## src/hcd_pkg.sv

```systemverilog
// hcd_pkg: shared types and constants for the chunked transfer decoder
// no dependencies; imported by hcd_front, hcd_back and http_chunked_decoder
package hcd_pkg;

  localparam logic [7:0] CHAR_CR = 8'h0d;
  localparam logic [7:0] CHAR_LF = 8'h0a;

  localparam int unsigned CFG_W = 13;
  localparam logic [CFG_W-1:0] MAX_LINE_RESET = 13'd8191;

  localparam logic [1:0] ERR_NONE     = 2'd0;
  localparam logic [1:0] ERR_OVERFLOW = 2'd1;
  localparam logic [1:0] ERR_NO_CRLF  = 2'd2;
  localparam logic [1:0] ERR_LINE_LEN = 2'd3;

  typedef enum logic [2:0] {
    PH_SIZE,
    PH_SIZE_CR,
    PH_DATA,
    PH_DATA_CR,
    PH_DATA_LF,
    PH_FINISHED,
    PH_ERROR
  } phase_t;

  // one classified input byte
  typedef struct packed {
    logic [7:0] raw;
    logic       is_hex;
    logic [3:0] hex_val;
    logic       is_cr;
    logic       is_lf;
  } class_t;

  // one result item
  typedef struct packed {
    logic [7:0] out_byte;
    logic       data_valid;
    logic       finished;
    logic [1:0] error_code;
  } res_t;

endpackage

```

## src/hcd_fifo.sv

```systemverilog
// hcd_fifo: small register queue with full/empty flags
// no package dependency; used between the decoder stages and at the output
module hcd_fifo #(
  parameter int unsigned WIDTH = 8,
  parameter int unsigned DEPTH = 2
) (
  input  logic             clk,
  input  logic             rst,
  input  logic             wr,
  input  logic [WIDTH-1:0] wdata,
  output logic             full,
  input  logic             rd,
  output logic [WIDTH-1:0] rdata,
  output logic             empty
);

  localparam int unsigned PTR_W = (DEPTH > 1) ? $clog2(DEPTH) : 1;
  localparam int unsigned CNT_W = $clog2(DEPTH + 1);

  logic [WIDTH-1:0] mem [DEPTH];
  logic [PTR_W-1:0] wptr;
  logic [PTR_W-1:0] rptr;
  logic [CNT_W-1:0] count;
  logic             do_wr;
  logic             do_rd;

  assign full  = (count == CNT_W'(DEPTH));
  assign empty = (count == '0);
  assign do_wr = wr && !full;
  assign do_rd = rd && !empty;
  assign rdata = mem[rptr];

  always_ff @(posedge clk) begin
    if (do_wr) begin
      mem[wptr] <= wdata;
    end
  end

  always_ff @(posedge clk) begin
    if (rst) begin
      wptr  <= '0;
      rptr  <= '0;
      count <= '0;
    end else begin
      if (do_wr) begin
        wptr <= (wptr == PTR_W'(DEPTH - 1)) ? '0 : wptr + PTR_W'(1);
      end
      if (do_rd) begin
        rptr <= (rptr == PTR_W'(DEPTH - 1)) ? '0 : rptr + PTR_W'(1);
      end
      case ({do_wr, do_rd})
        2'b10:   count <= count + CNT_W'(1);
        2'b01:   count <= count - CNT_W'(1);
        default: count <= count;
      endcase
    end
  end

endmodule

```

## src/hcd_front.sv

```systemverilog
// hcd_front: classifies each raw body byte (hex digit value, CR, LF)
// depends on hcd_pkg; feeds the queue in front of hcd_back
module hcd_front (
  input  logic          [7:0] in_byte,
  output hcd_pkg::class_t     cls
);
  import hcd_pkg::*;

  logic       dec;
  logic       lower;
  logic       upper;
  logic [7:0] hv;

  always_comb begin
    dec   = (in_byte >= 8'h30) && (in_byte <= 8'h39);
    lower = (in_byte >= 8'h61) && (in_byte <= 8'h66);
    upper = (in_byte >= 8'h41) && (in_byte <= 8'h46);
    if (dec) begin
      hv = in_byte - 8'h30;
    end else if (lower) begin
      hv = in_byte - 8'h57;
    end else if (upper) begin
      hv = in_byte - 8'h37;
    end else begin
      hv = 8'h00;
    end
    cls.raw     = in_byte;
    cls.is_hex  = dec || lower || upper;
    cls.hex_val = hv[3:0];
    cls.is_cr   = (in_byte == CHAR_CR);
    cls.is_lf   = (in_byte == CHAR_LF);
  end

endmodule

```

## src/hcd_back.sv

```systemverilog
// hcd_back: chunk framing state machine, size accumulator and line counter
// depends on hcd_pkg; consumes classified bytes, produces one result each
module hcd_back #(
  parameter int unsigned SIZE_BITS  = 32,
  parameter int unsigned LINE_LIMIT = 8192
) (
  input  logic                        clk,
  input  logic                        rst,
  input  logic                        cfg_wr,
  input  logic [hcd_pkg::CFG_W-1:0]   cfg_data,
  input  logic                        take,
  input  hcd_pkg::class_t             cls,
  output hcd_pkg::res_t               res
);
  import hcd_pkg::*;

  localparam int unsigned LEN_W = $clog2(LINE_LIMIT) + 1;
  localparam int unsigned CMP_W = (LEN_W > CFG_W) ? LEN_W : CFG_W;
  localparam logic [CMP_W-1:0] HARD_LIMIT = CMP_W'(LINE_LIMIT - 1);

  logic [CFG_W-1:0]     max_line;
  phase_t               phase;
  phase_t               phase_next;
  logic [SIZE_BITS-1:0] rc;
  logic [SIZE_BITS-1:0] rc_next;
  logic [LEN_W-1:0]     line_length;
  logic [LEN_W-1:0]     line_length_next;
  logic                 digits_done;
  logic                 digits_done_next;
  logic [1:0]           err;
  logic [1:0]           err_next;

  logic [CMP_W-1:0]     limit;
  logic [LEN_W-1:0]     len_inc;
  logic                 valid;

  always_ff @(posedge clk) begin
    if (rst) begin
      max_line <= MAX_LINE_RESET;
    end else if (cfg_wr) begin
      max_line <= cfg_data;
    end
  end

  always_ff @(posedge clk) begin
    if (rst) begin
      phase       <= PH_SIZE;
      rc          <= '0;
      line_length <= '0;
      digits_done <= 1'b0;
      err         <= ERR_NONE;
    end else if (take) begin
      phase       <= phase_next;
      rc          <= rc_next;
      line_length <= line_length_next;
      digits_done <= digits_done_next;
      err         <= err_next;
    end
  end

  always_comb begin
    limit = (CMP_W'(max_line) > HARD_LIMIT) ? HARD_LIMIT : CMP_W'(max_line);
    len_inc = line_length + LEN_W'(1);
    phase_next       = phase;
    rc_next          = rc;
    line_length_next = line_length;
    digits_done_next = digits_done;
    err_next         = err;
    valid            = 1'b0;
    case (phase)
      PH_SIZE, PH_SIZE_CR: begin
        line_length_next = len_inc;
        if (CMP_W'(len_inc) > limit) begin
          err_next   = ERR_LINE_LEN;
          phase_next = PH_ERROR;
        end else if (phase == PH_SIZE_CR && cls.is_lf) begin
          line_length_next = '0;
          digits_done_next = 1'b0;
          phase_next       = (rc == '0) ? PH_FINISHED : PH_DATA;
        end else begin
          phase_next = cls.is_cr ? PH_SIZE_CR : PH_SIZE;
          if (!digits_done) begin
            if (!cls.is_hex) begin
              digits_done_next = 1'b1;
            end else if (|rc[SIZE_BITS-1 -: 4]) begin
              // next digit would not fit in the size register
              err_next   = ERR_OVERFLOW;
              phase_next = PH_ERROR;
            end else begin
              rc_next = {rc[SIZE_BITS-5:0], cls.hex_val};
            end
          end
        end
      end
      PH_DATA: begin
        valid   = 1'b1;
        rc_next = rc - SIZE_BITS'(1);
        if (rc == SIZE_BITS'(1)) begin
          phase_next = PH_DATA_CR;
        end
      end
      PH_DATA_CR: begin
        if (cls.is_cr) begin
          phase_next = PH_DATA_LF;
        end else begin
          err_next   = ERR_NO_CRLF;
          phase_next = PH_ERROR;
        end
      end
      PH_DATA_LF: begin
        if (cls.is_lf) begin
          phase_next       = PH_SIZE;
          line_length_next = '0;
          digits_done_next = 1'b0;
          rc_next          = '0;
        end else begin
          err_next   = ERR_NO_CRLF;
          phase_next = PH_ERROR;
        end
      end
      default: begin
        phase_next = phase;
      end
    endcase
    res.out_byte   = valid ? cls.raw : 8'h00;
    res.data_valid = valid;
    res.finished   = (phase_next == PH_FINISHED);
    res.error_code = err_next;
  end

endmodule

```

## src/http_chunked_decoder.sv

```systemverilog
// http_chunked_decoder: top level of the chunked transfer body decoder
// depends on hcd_pkg, hcd_front, hcd_fifo, hcd_back
//
//   channel  | handshake         | payload
//   ---------+-------------------+---------------------------------------------
//   input    | push / full       | in_byte
//   result   | pop / empty       | out_byte, data_valid, finished, error_code
//   config   | cfg_wr            | cfg_data (max_line_bytes)
//
// one byte per cycle sustained while the result queue has room; the state update
// in hcd_back sets that figure. a byte is classified as it enters the front queue;
// once taken, its state update and its result queue write happen at the same edge.
// rst is synchronous and clears both queues, the framing state and errors;
// max_line_bytes returns to 8191. either side may stall on its own: the
// back stage holds while the result queue is full, the front while its queue is.
module http_chunked_decoder #(
  parameter int unsigned SIZE_BITS  = 32,
  parameter int unsigned LINE_LIMIT = 8192
) (
  input  logic                      clk,
  input  logic                      rst,
  input  logic                      push,
  input  logic [7:0]                in_byte,
  output logic                      full,
  input  logic                      cfg_wr,
  input  logic [hcd_pkg::CFG_W-1:0] cfg_data,
  output logic                      empty,
  input  logic                      pop,
  output logic [7:0]                out_byte,
  output logic                      data_valid,
  output logic                      finished,
  output logic [1:0]                error_code
);
  import hcd_pkg::*;

  localparam int unsigned CLS_W = $bits(class_t);
  localparam int unsigned RES_W = $bits(res_t);

  class_t cls_in;
  class_t cls_q;
  res_t   res_new;
  res_t   res_q;
  logic   q_empty;
  logic   r_full;
  logic   take;

  hcd_front u_front (
    .in_byte (in_byte),
    .cls     (cls_in)
  );

  hcd_fifo #(
    .WIDTH (CLS_W),
    .DEPTH (2)
  ) u_cls_q (
    .clk   (clk),
    .rst   (rst),
    .wr    (push),
    .wdata (cls_in),
    .full  (full),
    .rd    (take),
    .rdata (cls_q),
    .empty (q_empty)
  );

  // one transaction moves from the front queue to the result queue
  assign take = !q_empty && !r_full;

  hcd_back #(
    .SIZE_BITS  (SIZE_BITS),
    .LINE_LIMIT (LINE_LIMIT)
  ) u_back (
    .clk      (clk),
    .rst      (rst),
    .cfg_wr   (cfg_wr),
    .cfg_data (cfg_data),
    .take     (take),
    .cls      (cls_q),
    .res      (res_new)
  );

  hcd_fifo #(
    .WIDTH (RES_W),
    .DEPTH (2)
  ) u_res_q (
    .clk   (clk),
    .rst   (rst),
    .wr    (take),
    .wdata (res_new),
    .full  (r_full),
    .rd    (pop),
    .rdata (res_q),
    .empty (empty)
  );

  assign out_byte   = res_q.out_byte;
  assign data_valid = res_q.data_valid;
  assign finished   = res_q.finished;
  assign error_code = res_q.error_code;

endmodule
```

## config.mk

```make
export PLATFORM = sky130hd
export DESIGN_NAME = http_chunked_decoder
export DESIGN_NICKNAME = d
export VERILOG_FILES = /design/src/hcd_pkg.sv /design/src/hcd_fifo.sv /design/src/hcd_front.sv /design/src/hcd_back.sv /design/src/http_chunked_decoder.sv
export SDC_FILE = /design/constraint.sdc
export NUM_CORES = 1
export LEC_CHECK = 0
export BUFFER_PORTS_ARGS = -buffer_cell sky130_fd_sc_hd__buf_2
export CAP_MARGIN = 5
export CORE_MARGIN = 5
export CORE_UTILIZATION = 35
export DETAILED_ROUTE_END_ITERATION = 10
export PLACE_DENSITY = 0.52
export SETUP_SLACK_MARGIN = 0.3
export SYNTH_ARGS = -nofsm -noshare
export SYNTH_HDL_FRONTEND = slang
export SYNTH_SLANG_ARGS = --single-unit
```

## constraint.sdc

```tcl
create_clock -name clk -period 2.95 [get_ports clk]
set_input_delay 0.4425 -clock clk [delete_from_list [all_inputs] [get_ports clk]]
set_output_delay 0.4425 -clock clk [all_outputs]
set_load 0.05 [all_outputs]
```

After elaboration in Yosys (flattened, before gate mapping)
Memory sizes are Yosys's and may differ from the RTL's. A register that Yosys moved wholly into a read port is not among the register bits.
Cells that the tools add are included.
W data, S select, Z words.
{"block": "word_totals", "reg_bits": 73, "ramBits": 54, "in_bits": 26, "out_inout_bits": 14, "wordCells": 137, "n_memories": 2}
{"name": "u_cls_q.mem", "depth": 2, "width": 15, "rd": 1, "rd_ports_with_merged_regs": 1, "write_ports": 1, "line_no": "hcd_fifo.sv:20", "rtl": "logic [WIDTH-1:0] mem [DEPTH];"}
{"name": "u_res_q.mem", "depth": 2, "width": 12, "rd": 1, "rd_ports_with_merged_regs": 1, "write_ports": 1, "line_no": "hcd_fifo.sv:20"}
{"block": "classes", "add_sub_neg": 13, "order_cmp": 7, "n_eq_ne": 20, "muxes": 55, "n_reduce_logical": 28}
{"cell": "$mux W32", "n": 6}
{"cell": "$pmux W32 S3", "n": 1}
{"cell": "$mux W14", "n": 3}
{"cell": "$eq A32 B1 Y1 const B", "n": 1}
{"cell": "$logic_not A32 Y1", "n": 1}
{"cell": "$sub A32 B1 Y32 const B", "n": 1}
{"cell": "$pmux W14 S2", "n": 1}
{"cell": "$mux W3", "n": 8}
{"cell": "$mux W1", "n": 19}
{"cell": "$eq A8 B4 Y1 const B", "n": 2}
{"cell": "$ge A8 B7 Y1 const B", "n": 2}
{"cell": "$le A8 B7 Y1 const B", "n": 2}
{"cell": "$mux W2", "n": 8}
{"cell": "$add A14 B1 Y14 const B", "n": 1}
{"cell": "$gt A14 B13 Y1", "n": 1}
{"cell": "$mux W4", "n": 3}
{"cell": "$pmux W3 S4", "n": 1}
{"cell": "$logic_and A1 B1 Y1", "n": 9}
{"cell": "$eq A2 B2 Y1 const B", "n": 4}
{"cell": "$ge A8 B6 Y1 const B", "n": 1}
{"cell": "$le A8 B6 Y1 const B", "n": 1}
{"cell": "$mux W8", "n": 1}
{"cell": "$ne A2 B2 Y1 const B", "n": 4}
{"cell": "$pmux W2 S2", "n": 2}
{"cell": "other kinds (23)", "n": 40}

Logic depth before layout (Yosys ltp)
Gate-level depths: netlist (run 1).
{"block": "logic_depth", "word_depth": 8, "ltp_mapped": 14, "depth_no_buf": 13}

Hierarchy
From an unflattened synthesis (run 1), not the netlist that was laid out.
{"block": "unflattened", "cells_unflattened": 708, "hier_area_um2": 6985.4}
{"mod": "hcd_back", "instances": 1, "cells_per_inst": 534, "area_each_um2": 4301.6, "seq_area_each_um2": 1301.2}
{"mod": "hcd_fifo (u_cls_q)", "instances": 1, "cells_per_inst": 73, "area_each_um2": 1305.0, "seq_area_each_um2": 1001.0}
{"mod": "hcd_fifo (u_res_q)", "instances": 1, "cells_per_inst": 63, "area_each_um2": 1084.8, "seq_area_each_um2": 820.8}
{"mod": "hcd_front", "instances": 1, "cells_per_inst": 37, "area_each_um2": 290.3, "seq_area_each_um2": 0.0}
{"mod": "http_chunked_decoder", "instances": 1, "cells_per_inst": 1, "area_each_um2": 3.8, "seq_area_each_um2": 0.0}

Worst setup path before layout (run 1)
Ideal clock, no wire load.
{"block": "synth_path", "path_type": "reg-to-reg", "startpoint": "reg u_back.line_length[0]", "endpoint": "reg u_back.rc[21]", "arrival_ps": 3025, "t_required_ps": 2819, "setup_slack_ps": -206, "stages_incl_launch_ff": 14, "path_cell_list": "dfxtp_1 -> ha_1 -> nand3_1 -> nor4_1 -> xor2_1 -> ha_1 -> nand3_1 -> nor4_2 -> nor3_1 -> a211oi_4 -> a31oi_4 -> buf_6 -> o311ai_1 -> o41ai_1"}
{"block": "synth_between", "elab_chain_cells": 4}
{"element": "start, declared", "line_no": "hcd_back.sv:26", "rtl": "logic [LEN_W-1:0] line_length;"}
{"element": "start signal, assigned", "line_no": "hcd_back.sv:55", "rtl": "line_length <= line_length_next;"}
{"element": "$add A14 B1 Y14", "line_no": "hcd_back.sv:63", "rtl": "len_inc = line_length + LEN_W'(1);"}
{"element": "$gt A14 B13 Y1", "line_no": "hcd_back.sv:73", "rtl": "if (CMP_W'(len_inc) > limit) begin"}
{"element": "$ne A2 B2 Y1 (no line)"}
{"element": "$reduce_and A8 Y1 (no line)"}
{"element": "end signal, assigned", "line_no": "hcd_back.sv:54", "rtl": "rc <= rc_next;"}
{"element": "end, declared", "line_no": "hcd_back.sv:24", "rtl": "logic [SIZE_BITS-1:0] rc;"}
Every way passes these cells.
A chain may end at the register's enable or synchronous reset.

Worst setup path in the final report (run 1)
{"block": "layout_path", "startpoint": "reg u_back.line_length[7]", "endpoint": "reg u_back.rc[12]"}
The elaborated chain is that of the path after synthesis.

==> results of run 1 <==
[state kept, by name, summed over array words and instances, names as in the netlist, 2 cells and up, named ones only]
register            flops
u_back.err              2
u_back.line_length     14
u_back.max_line        13
u_back.phase            3
u_back.rc              32
u_cls_q.count           2
u_cls_q.mem            30
u_res_q.count           2
u_res_q.mem            24
[metal layers]
metal | track usage [%] | wire [um] | share of wire (%) | up-vias
li1 | - | - | - | 2747
met1 | 22.3 | 8180 | 47 | 2784
met2 | 25.7 | 8180 | 47 | 146
met3 | 3.27 | 689 | 4.0 | 31
met4 | 5.82 | 291 | 1.7 | 0
met5 | 0 | 0 | 0 | -
[where the power goes]
| part | total [uW] | internal, uW | switching, uW | leakage (uW) |
|---|---|---|---|---|
| logic | 5270 | 1930 | 3340 | 0.00184 |
| clock network | 2010 | 1120 | 897 | 0.000279 |
| registers | 2600 | 2300 | 302 | 0.00113 |
[cells by family after synthesis]
family | Yosys count | synth area share [%]
xor gates and xnor gates | 25 | 3.34
DFF | 129 | 47.6
adders and majority gates | 22 | 4.19
and+or+nand+nor | 207 | 15.3
buffers and inverters | 70 | 4.36
muxes | 29 | 4.65
AOI/OAI and AO/OA | 204 | 20.6
[synth_stat cells, types with 3 or more instances]
| cell type | instances |
|---|---|
| nor3_1 | 22 |
| and2_1 | 4 |
| a21o_1 | 3 |
| nor4_1 | 7 |
| mux2_2 | 12 |
| xnor2_1 | 14 |
| mux2i_1 | 17 |
| or4_1 | 3 |
| a21oi_1 | 48 |
| a211oi_1 | 10 |
| nand2_1 | 45 |
| edfxtp_1 | 54 |
| xor2_1 | 11 |
| nand3_1 | 25 |
| o31ai_1 | 7 |
| ha_1 | 22 |
| clkbuf_1 | 25 |
| o211ai_1 | 14 |
| nand2b_1 | 3 |
| o21ai_0 | 45 |
| a22o_1 | 3 |
| a31oi_1 | 8 |
| o41ai_1 | 3 |
| nand3b_1 | 3 |
| o22ai_1 | 5 |
| a32o_1 | 8 |
| buf_2 | 6 |
| o311ai_0 | 4 |
| buf_1 | 4 |
| a22oi_1 | 19 |
| nor2_1 | 68 |
| o21ai_1 | 5 |
| inv_1 | 30 |
| or3_1 | 5 |
| dfxtp_1 | 75 |
| nand4_1 | 6 |
[path summary, 6_finish.rpt]
kind,start,end,slack (ns),cells past startpoint
min,in_byte[5],u_cls_q.mem[1][12],0.24,1
max reg2reg,u_back.line_length[7],u_back.rc[12],-0.17,15
max,u_back.line_length[7],u_back.rc[12],-0.17,15
min reg2reg,u_back.err[0],u_back.err[0],0.47,2
[area by class of cell]
class / instances / area [um2]
multi-input combinational: 487 / 3560
timing repair buffer: 111 / 842
sequential: 129 / 3130
clock buffer: 17 / 425
inverter: 31 / 116
tap: 234 / 293
clock inverter: 15 / 139
fill: 1759 / 10100
[worst max-delay path, cell delays in order, from the launching register on]
cell and delay, ns:
dfxtp_1 0.33, nand4_1 0.29, nor4_4 0.24, xor2_1 0.12, ha_1 0.37, nand3_4 0.12, nor4_4 0.30, a21oi_1 0.07
buf_4 0.15, a211o_4 0.29, o21ai_4 0.17, buf_12 0.14, buf_12 0.10, buf_16 0.12, nand3_1 0.07, a21oi_1 0.14
[repair_timing]
item,4_1_cts,5_1_grt
pin swaps,46,13
setup endpoints to repair,57,57
buffers inserted,9,2
gates cloned,4,0
resized for setup,80,26
[per-stage QoR]
step | hold WS (ns) | cells | cell area [um2]
finish | 0.236 | 1024 | 8500
global placement | 0.456 | 977 | 7350
detailed placement | 0.464 | 977 | 7350
CTS | 0.214 | 1022 | 8360
floorplan | 0.441 | 686 | 6590
global route | 0.218 | 1024 | 8500
==> qor.csv, run 1 <==
stage,metric,value,unit
power,maximum ir drop on the vdd rail,562,uV
placement,detailed placer's ending HPWL,11300,um
layout,utilization after layout,45.8,%
floorplanning,num ports,40,
clock_tree,insertion delay to the later sink of the worst-skew pair,0.43,ns
clock_tree,clock transition time at the flip-flop clock pins of the worst setup and hold paths,0.07,ns
synthesis,Synthesized Nets,734,
synthesis,Post-synth EDFFs,54,
worst_setup_path,Critical Path End Type,register,
sta,Final Max Tran Viols,0,
synthesis,"Top FF cell, synth",dfxtp_1,
synthesis,count of yosys warnings during synthesis,0,
synthesis,summed instance area of the synthesized netlist,6570,um2
synthesis,number of synthesized register bits,129,
clock_tree,Clock H-tree levels,4,
floorplanning,Die Y-Extent,147,um
run_status,result of the run,finished with violations,
worst_setup_path,kind of critical path,register to register,
layout,area added between synthesis and finish,29.5,%
global_routing,initial antenna violation count,0,
floorplanning,Die Span X,147,um
detailed_routing,post-route DRC violation count,0,
run_status,failing checks,negative setup slack,
worst_setup_path,required time of the critical path,3.29,ns
synthesis,Cell variety after synth,70,
sta,number of endpoints failing setup at the final stage,54,
synthesis,sequential fraction of the synthesis area,47.6,%
clock_tree,number of buffers created by CTS,17,
clock_tree,library cell used as clock root buffer,clkbuf_16,
detailed_routing,via count,5708,
synthesis,proportion of synthesized flip-flops having asynchronous set or reset,0,%
floorplanning,die area,21600,um2
sta,Fin Setup TNS,-4.57,ns
floorplanning,cell row count,50,
sta,clock period minus worst slack,3.12,ns
synthesis,biggest area contributors in the synthesized netlist,"edfxtp_1 25%, dfxtp_1 23%, ha_1 4.2%",
job,total of max-cap violations,0,
worst_setup_path,Setup crit start kind,register,
placement,buffers added on ports,39,
synthesis,Avg Inst Size Synth,9.57,um2
clock_tree,CTS tree,built,
power,PnR Total Power,9880,uW
detailed_routing,first drt pass iteration count,5,
sta,transition at the pin with the smallest max-transition slack,0.898,ns
clock_tree,clock sink count,129,
layout,"most common cell after layout, fill and taps aside",dfxtp_1,
synthesis,cell type with the largest total area after synthesis,edfxtp_1,
layout,Final nets,825,
global_routing,via count of the first global-routing pass,5623,
synthesis,instance count of the mapped netlist,686,
sta,Slew headroom,40.0,%
layout,antenna cells,0,
floorplanning,Std-Cell Core Area,18600,um2
detailed_routing,number of nets with antenna violations after routing,0,
global_routing,wire length of the first global-routing pass,28700,um
sta,maximum clock skew at final layout,0.0110,ns
sta,Tcrit/Tclk final,106,%
layout,highest-count cells in the layout ignoring fill and taps,"73 x dfxtp_1, 65 x nor2_1, 55 x buf_4",
hold_path,HP Class,input port to register,
detailed_routing,WL final,17300,um
sta,least setup slack across all paths after layout,-0.170,ns
detailed_routing,Initial DRC Count,486,
power,PwrDens,1160,nW/um2
sta,maximum achievable frequency,0.320,GHz
detailed_routing,Via density,5.57,
sta,setup repair after global routing missed its margin,yes,
synthesis,top cell type's share of synthesized area,24.7,%
clock_tree,maximum number of buffers from clock root to sink,2,
sta,hold violation total from the final report,0,
detailed_routing,Routed WL per cell,16.9,um
global_routing,maximum number of pins on one net before global-route repair,43,
power,Leak,0.00324,uW
worst_setup_path,peak fanout along the critical path,7,
placement,Setup Slack @ Placement,-0.307,ns
global_routing,global-route total usage across every layer,16.3,%
placement,Final GP Congestion,0.862,
layout,fraction of final layout cells with drive strength greater than 1,29.1,%
floorplanning,Initial Utilization,35.3,%
worst_setup_path,Worst Path Arrival,3.46,ns
clock_tree,hold buffer count at CTS,0,
global_routing,overall overflow remaining after global route,0,
No activity file was read; power rests on OpenSTA's default activity.
==> inputs of run 2 (changes only) <==
RECOVER_POWER = 25   (was not set)
clock period = 2.6 ns   (was 2.95 ns; I/O delays follow)
==> run 2 against run 1 <==
The run still ends with negative setup slack left; routed wire length is 1.1% higher; fmax is 1.8% lower; total power is 13% higher; register-to-register slack worse by 0.41 ns; core utilization is 0.67 points higher; critical endpoint is now u_back.rc[21]; cell count is 1.1% higher; sequential power is 13% higher.
==> qor.csv, run 2 (synthesis results as in run 1) <==
stage,metric,value,unit
run_status,result of the run,finished with violations,
run_status,failing checks,negative setup slack,
global_routing,overall overflow remaining after global route,0,
sta,Final Max Tran Viols,0,
layout,Filler Cell Count,1714,
power,switching power share of the total,45.0,%
placement,detailed placer's ending HPWL,11300,um
power,clock network power share,22.3,%
worst_setup_path,Critical Path End Type,register,
sta,maximum clock skew at final layout,0.0126,ns
detailed_routing,Routed WL per cell,16.9,um
clock_tree,CTS tree,built,
detailed_routing,met2 routed WL,8440,um
detailed_routing,via count,5778,
sta,clock period minus worst slack,3.18,ns
power,Leak,0.00332,uW
power,PnR Total Power,11100,uW
sta,setup repair after global routing missed its margin,yes,
detailed_routing,number of nets with antenna violations after routing,0,
floorplanning,cell row count,50,
layout,Largest register FFs,32,
layout,highest-count cells in the layout ignoring fill and taps,"70 x dfxtp_1, 64 x nor2_1, 63 x buf_4",
clock_tree,Clock H-tree levels,4,
power,switching power of the nets,5010,uW
power,proportion of power drawn by flip-flops and latches,26.5,%
layout,"Most flops, register",u_back.rc,
global_routing,global-route total usage across every layer,16.1,%
power,maximum ir drop on the vdd rail,602,uV
global_routing,initial antenna violation count,0,
detailed_routing,met1 WL,8100,um
sta,maximum achievable frequency,0.315,GHz
worst_setup_path,peak fanout along the critical path,6,
sta,least setup slack across all paths after layout,-0.577,ns
sta,transition at the pin with the smallest max-transition slack,0.981,ns
detailed_routing,post-route DRC violation count,0,
layout,fraction of final layout cells with drive strength greater than 1,29.0,%
floorplanning,Die Span X,147,um
worst_setup_path,required time of the critical path,2.86,ns
global_routing,maximum number of pins on one net before global-route repair,43,
layout,largest registers in the final layout,"u_back.rc: 32 flops, u_cls_q.mem: 30 flops, u_res_q.mem: 24 flops",
detailed_routing,Via density,5.58,
global_routing,via count of the first global-routing pass,5720,
sta,Slew headroom,34.4,%
clock_tree,insertion delay to the later sink of the worst-skew pair,0.42,ns
job,total of max-cap violations,0,
clock_tree,clock sink count,129,
placement,Final GP Congestion,0.850,
detailed_routing,WL final,17500,um
layout,Final nets,836,
floorplanning,Std-Cell Core Area,18600,um2
sta,Fin Setup TNS,-27.90,ns
detailed_routing,Initial DRC Count,626,
clock_tree,clock transition time at the flip-flop clock pins of the worst setup and hold paths,0.06,ns
placement,buffers added on ports,39,
sta,hold violation total from the final report,0,
worst_setup_path,kind of critical path,register to register,
detailed_routing,WL met3,760,um
layout,antenna cells,0,
sta,Tcrit/Tclk final,122,%
clock_tree,maximum number of buffers from clock root to sink,2,
detailed_routing,first drt pass iteration count,6,
clock_tree,library cell used as clock root buffer,clkbuf_16,
floorplanning,Initial Utilization,35.3,%
clock_tree,hold buffer count at CTS,0,
power,Int Power,6120,uW
worst_setup_path,Setup crit start kind,register,
layout,"most common cell after layout, fill and taps aside",dfxtp_1,
floorplanning,num ports,40,
detailed_routing,top routing layer in use,met4,
power,Combinational Power Share,51.2,%
power,PwrDens,1290,nW/um2
layout,area added between synthesis and finish,31.4,%
global_routing,wire length of the first global-routing pass,28500,um
hold_path,HP Class,input port to register,
clock_tree,number of buffers created by CTS,17,
floorplanning,die area,21600,um2
sta,number of endpoints failing setup at the final stage,57,
floorplanning,Die Y-Extent,147,um
worst_setup_path,Worst Path Arrival,3.44,ns
-- run 2: cell types whose count changed in the layout (fill, tap and decap cells not counted), moves of 3 or more --
cell	change
clkbuf_1	+11
buf_4	+8
buf_2	-6
nand3_1	+6
nand3_2	-5
nor3_2	-4
clkinv_4	-3
dfxtp_1	-3
dfxtp_2	+3
nor3_1	+3
o21ai_0	+3
-- run 2: critical path, stage by stage (launching register included) --
cell and delay (ns):
dfxtp_4 0.37, ha_4 0.15, nand3_4 0.09, nor2_4 0.11, nand4_1 0.15, xnor2_2 0.20
ha_1 0.33, nand3_4 0.10, nor4_4 0.38, nor3_4 0.07, a211oi_4 0.34, a31oi_4 0.19
buf_6 0.19, o311ai_4 0.23, o41ai_2 0.12
-- run 2: per-stage QoR --
step / cells / util [%] / hold WS (ns) / instance area [um2] / setup slack [ns]
CTS: 1030 / 45.3 / 0.180 / 8420 / -0.502
global route: 1035 / 46.4 / 0.190 / 8630 / -0.781
detailed placement: 984 / 39.9 / 0.465 / 7410 / -0.640
floorplan: 686 / - / 0.441 / 6590 / -0.341
finish: 1035 / 46.4 / 0.210 / 8630 / -0.577
global placement: 984 / 39.9 / 0.456 / 7410 / -0.571
-- run 2: final timing paths --
kind | startpoint | end | slack, ns | cells after the start
worst min-delay path | cfg_data[11] | u_back.max_line[11] | 0.21 | 3
worst max-delay path | u_back.line_length[0] | u_back.rc[21] | -0.58 | 14
worst max register to register | u_back.line_length[0] | u_back.rc[21] | -0.58 | 14
worst min register to register | u_back.err[0] | u_back.err[0] | 0.47 | 2
-- run 2: area by class of cell --
type | instances | area [um2] | area share [%]
clock buffers | 17 | 425 | 4.93
repair buffers | 122 | 866 | 10.0
inverters | 31 | 116 | 1.35
well taps | 234 | 293 | 3.39
clock inverters | 15 | 185 | 2.15
flip-flops and latches | 129 | 3130 | 36.3
multi-input cells | 487 | 3610 | 41.8
-- run 2: repair_timing --
action / CTS / global route
resized for setup: 73 / 34
endpoints found under the setup margin: 57 / 57
pin swaps: 30 / 23
setup buffers: 11 / 5
gates cloned: 3 / 0
-- run 2: power groups by stage --
stage	clock [uW]	combinational, uW	sequential (uW)
floorplan	0	3650	2820
global placement	0	5080	2950
detailed placement	0	5130	2970
CTS	2530	5550	2940
global route	2640	6220	3010
finish	2480	5700	2950
-- run 2: layer usage --
metal | GRT usage [%] | up-vias
li1 | - | 2778
met4 | 5.22 | 0
met3 | 3.49 | 20
met1 | 21.6 | 2814
met2 | 25.9 | 166
met5 | 0 | -
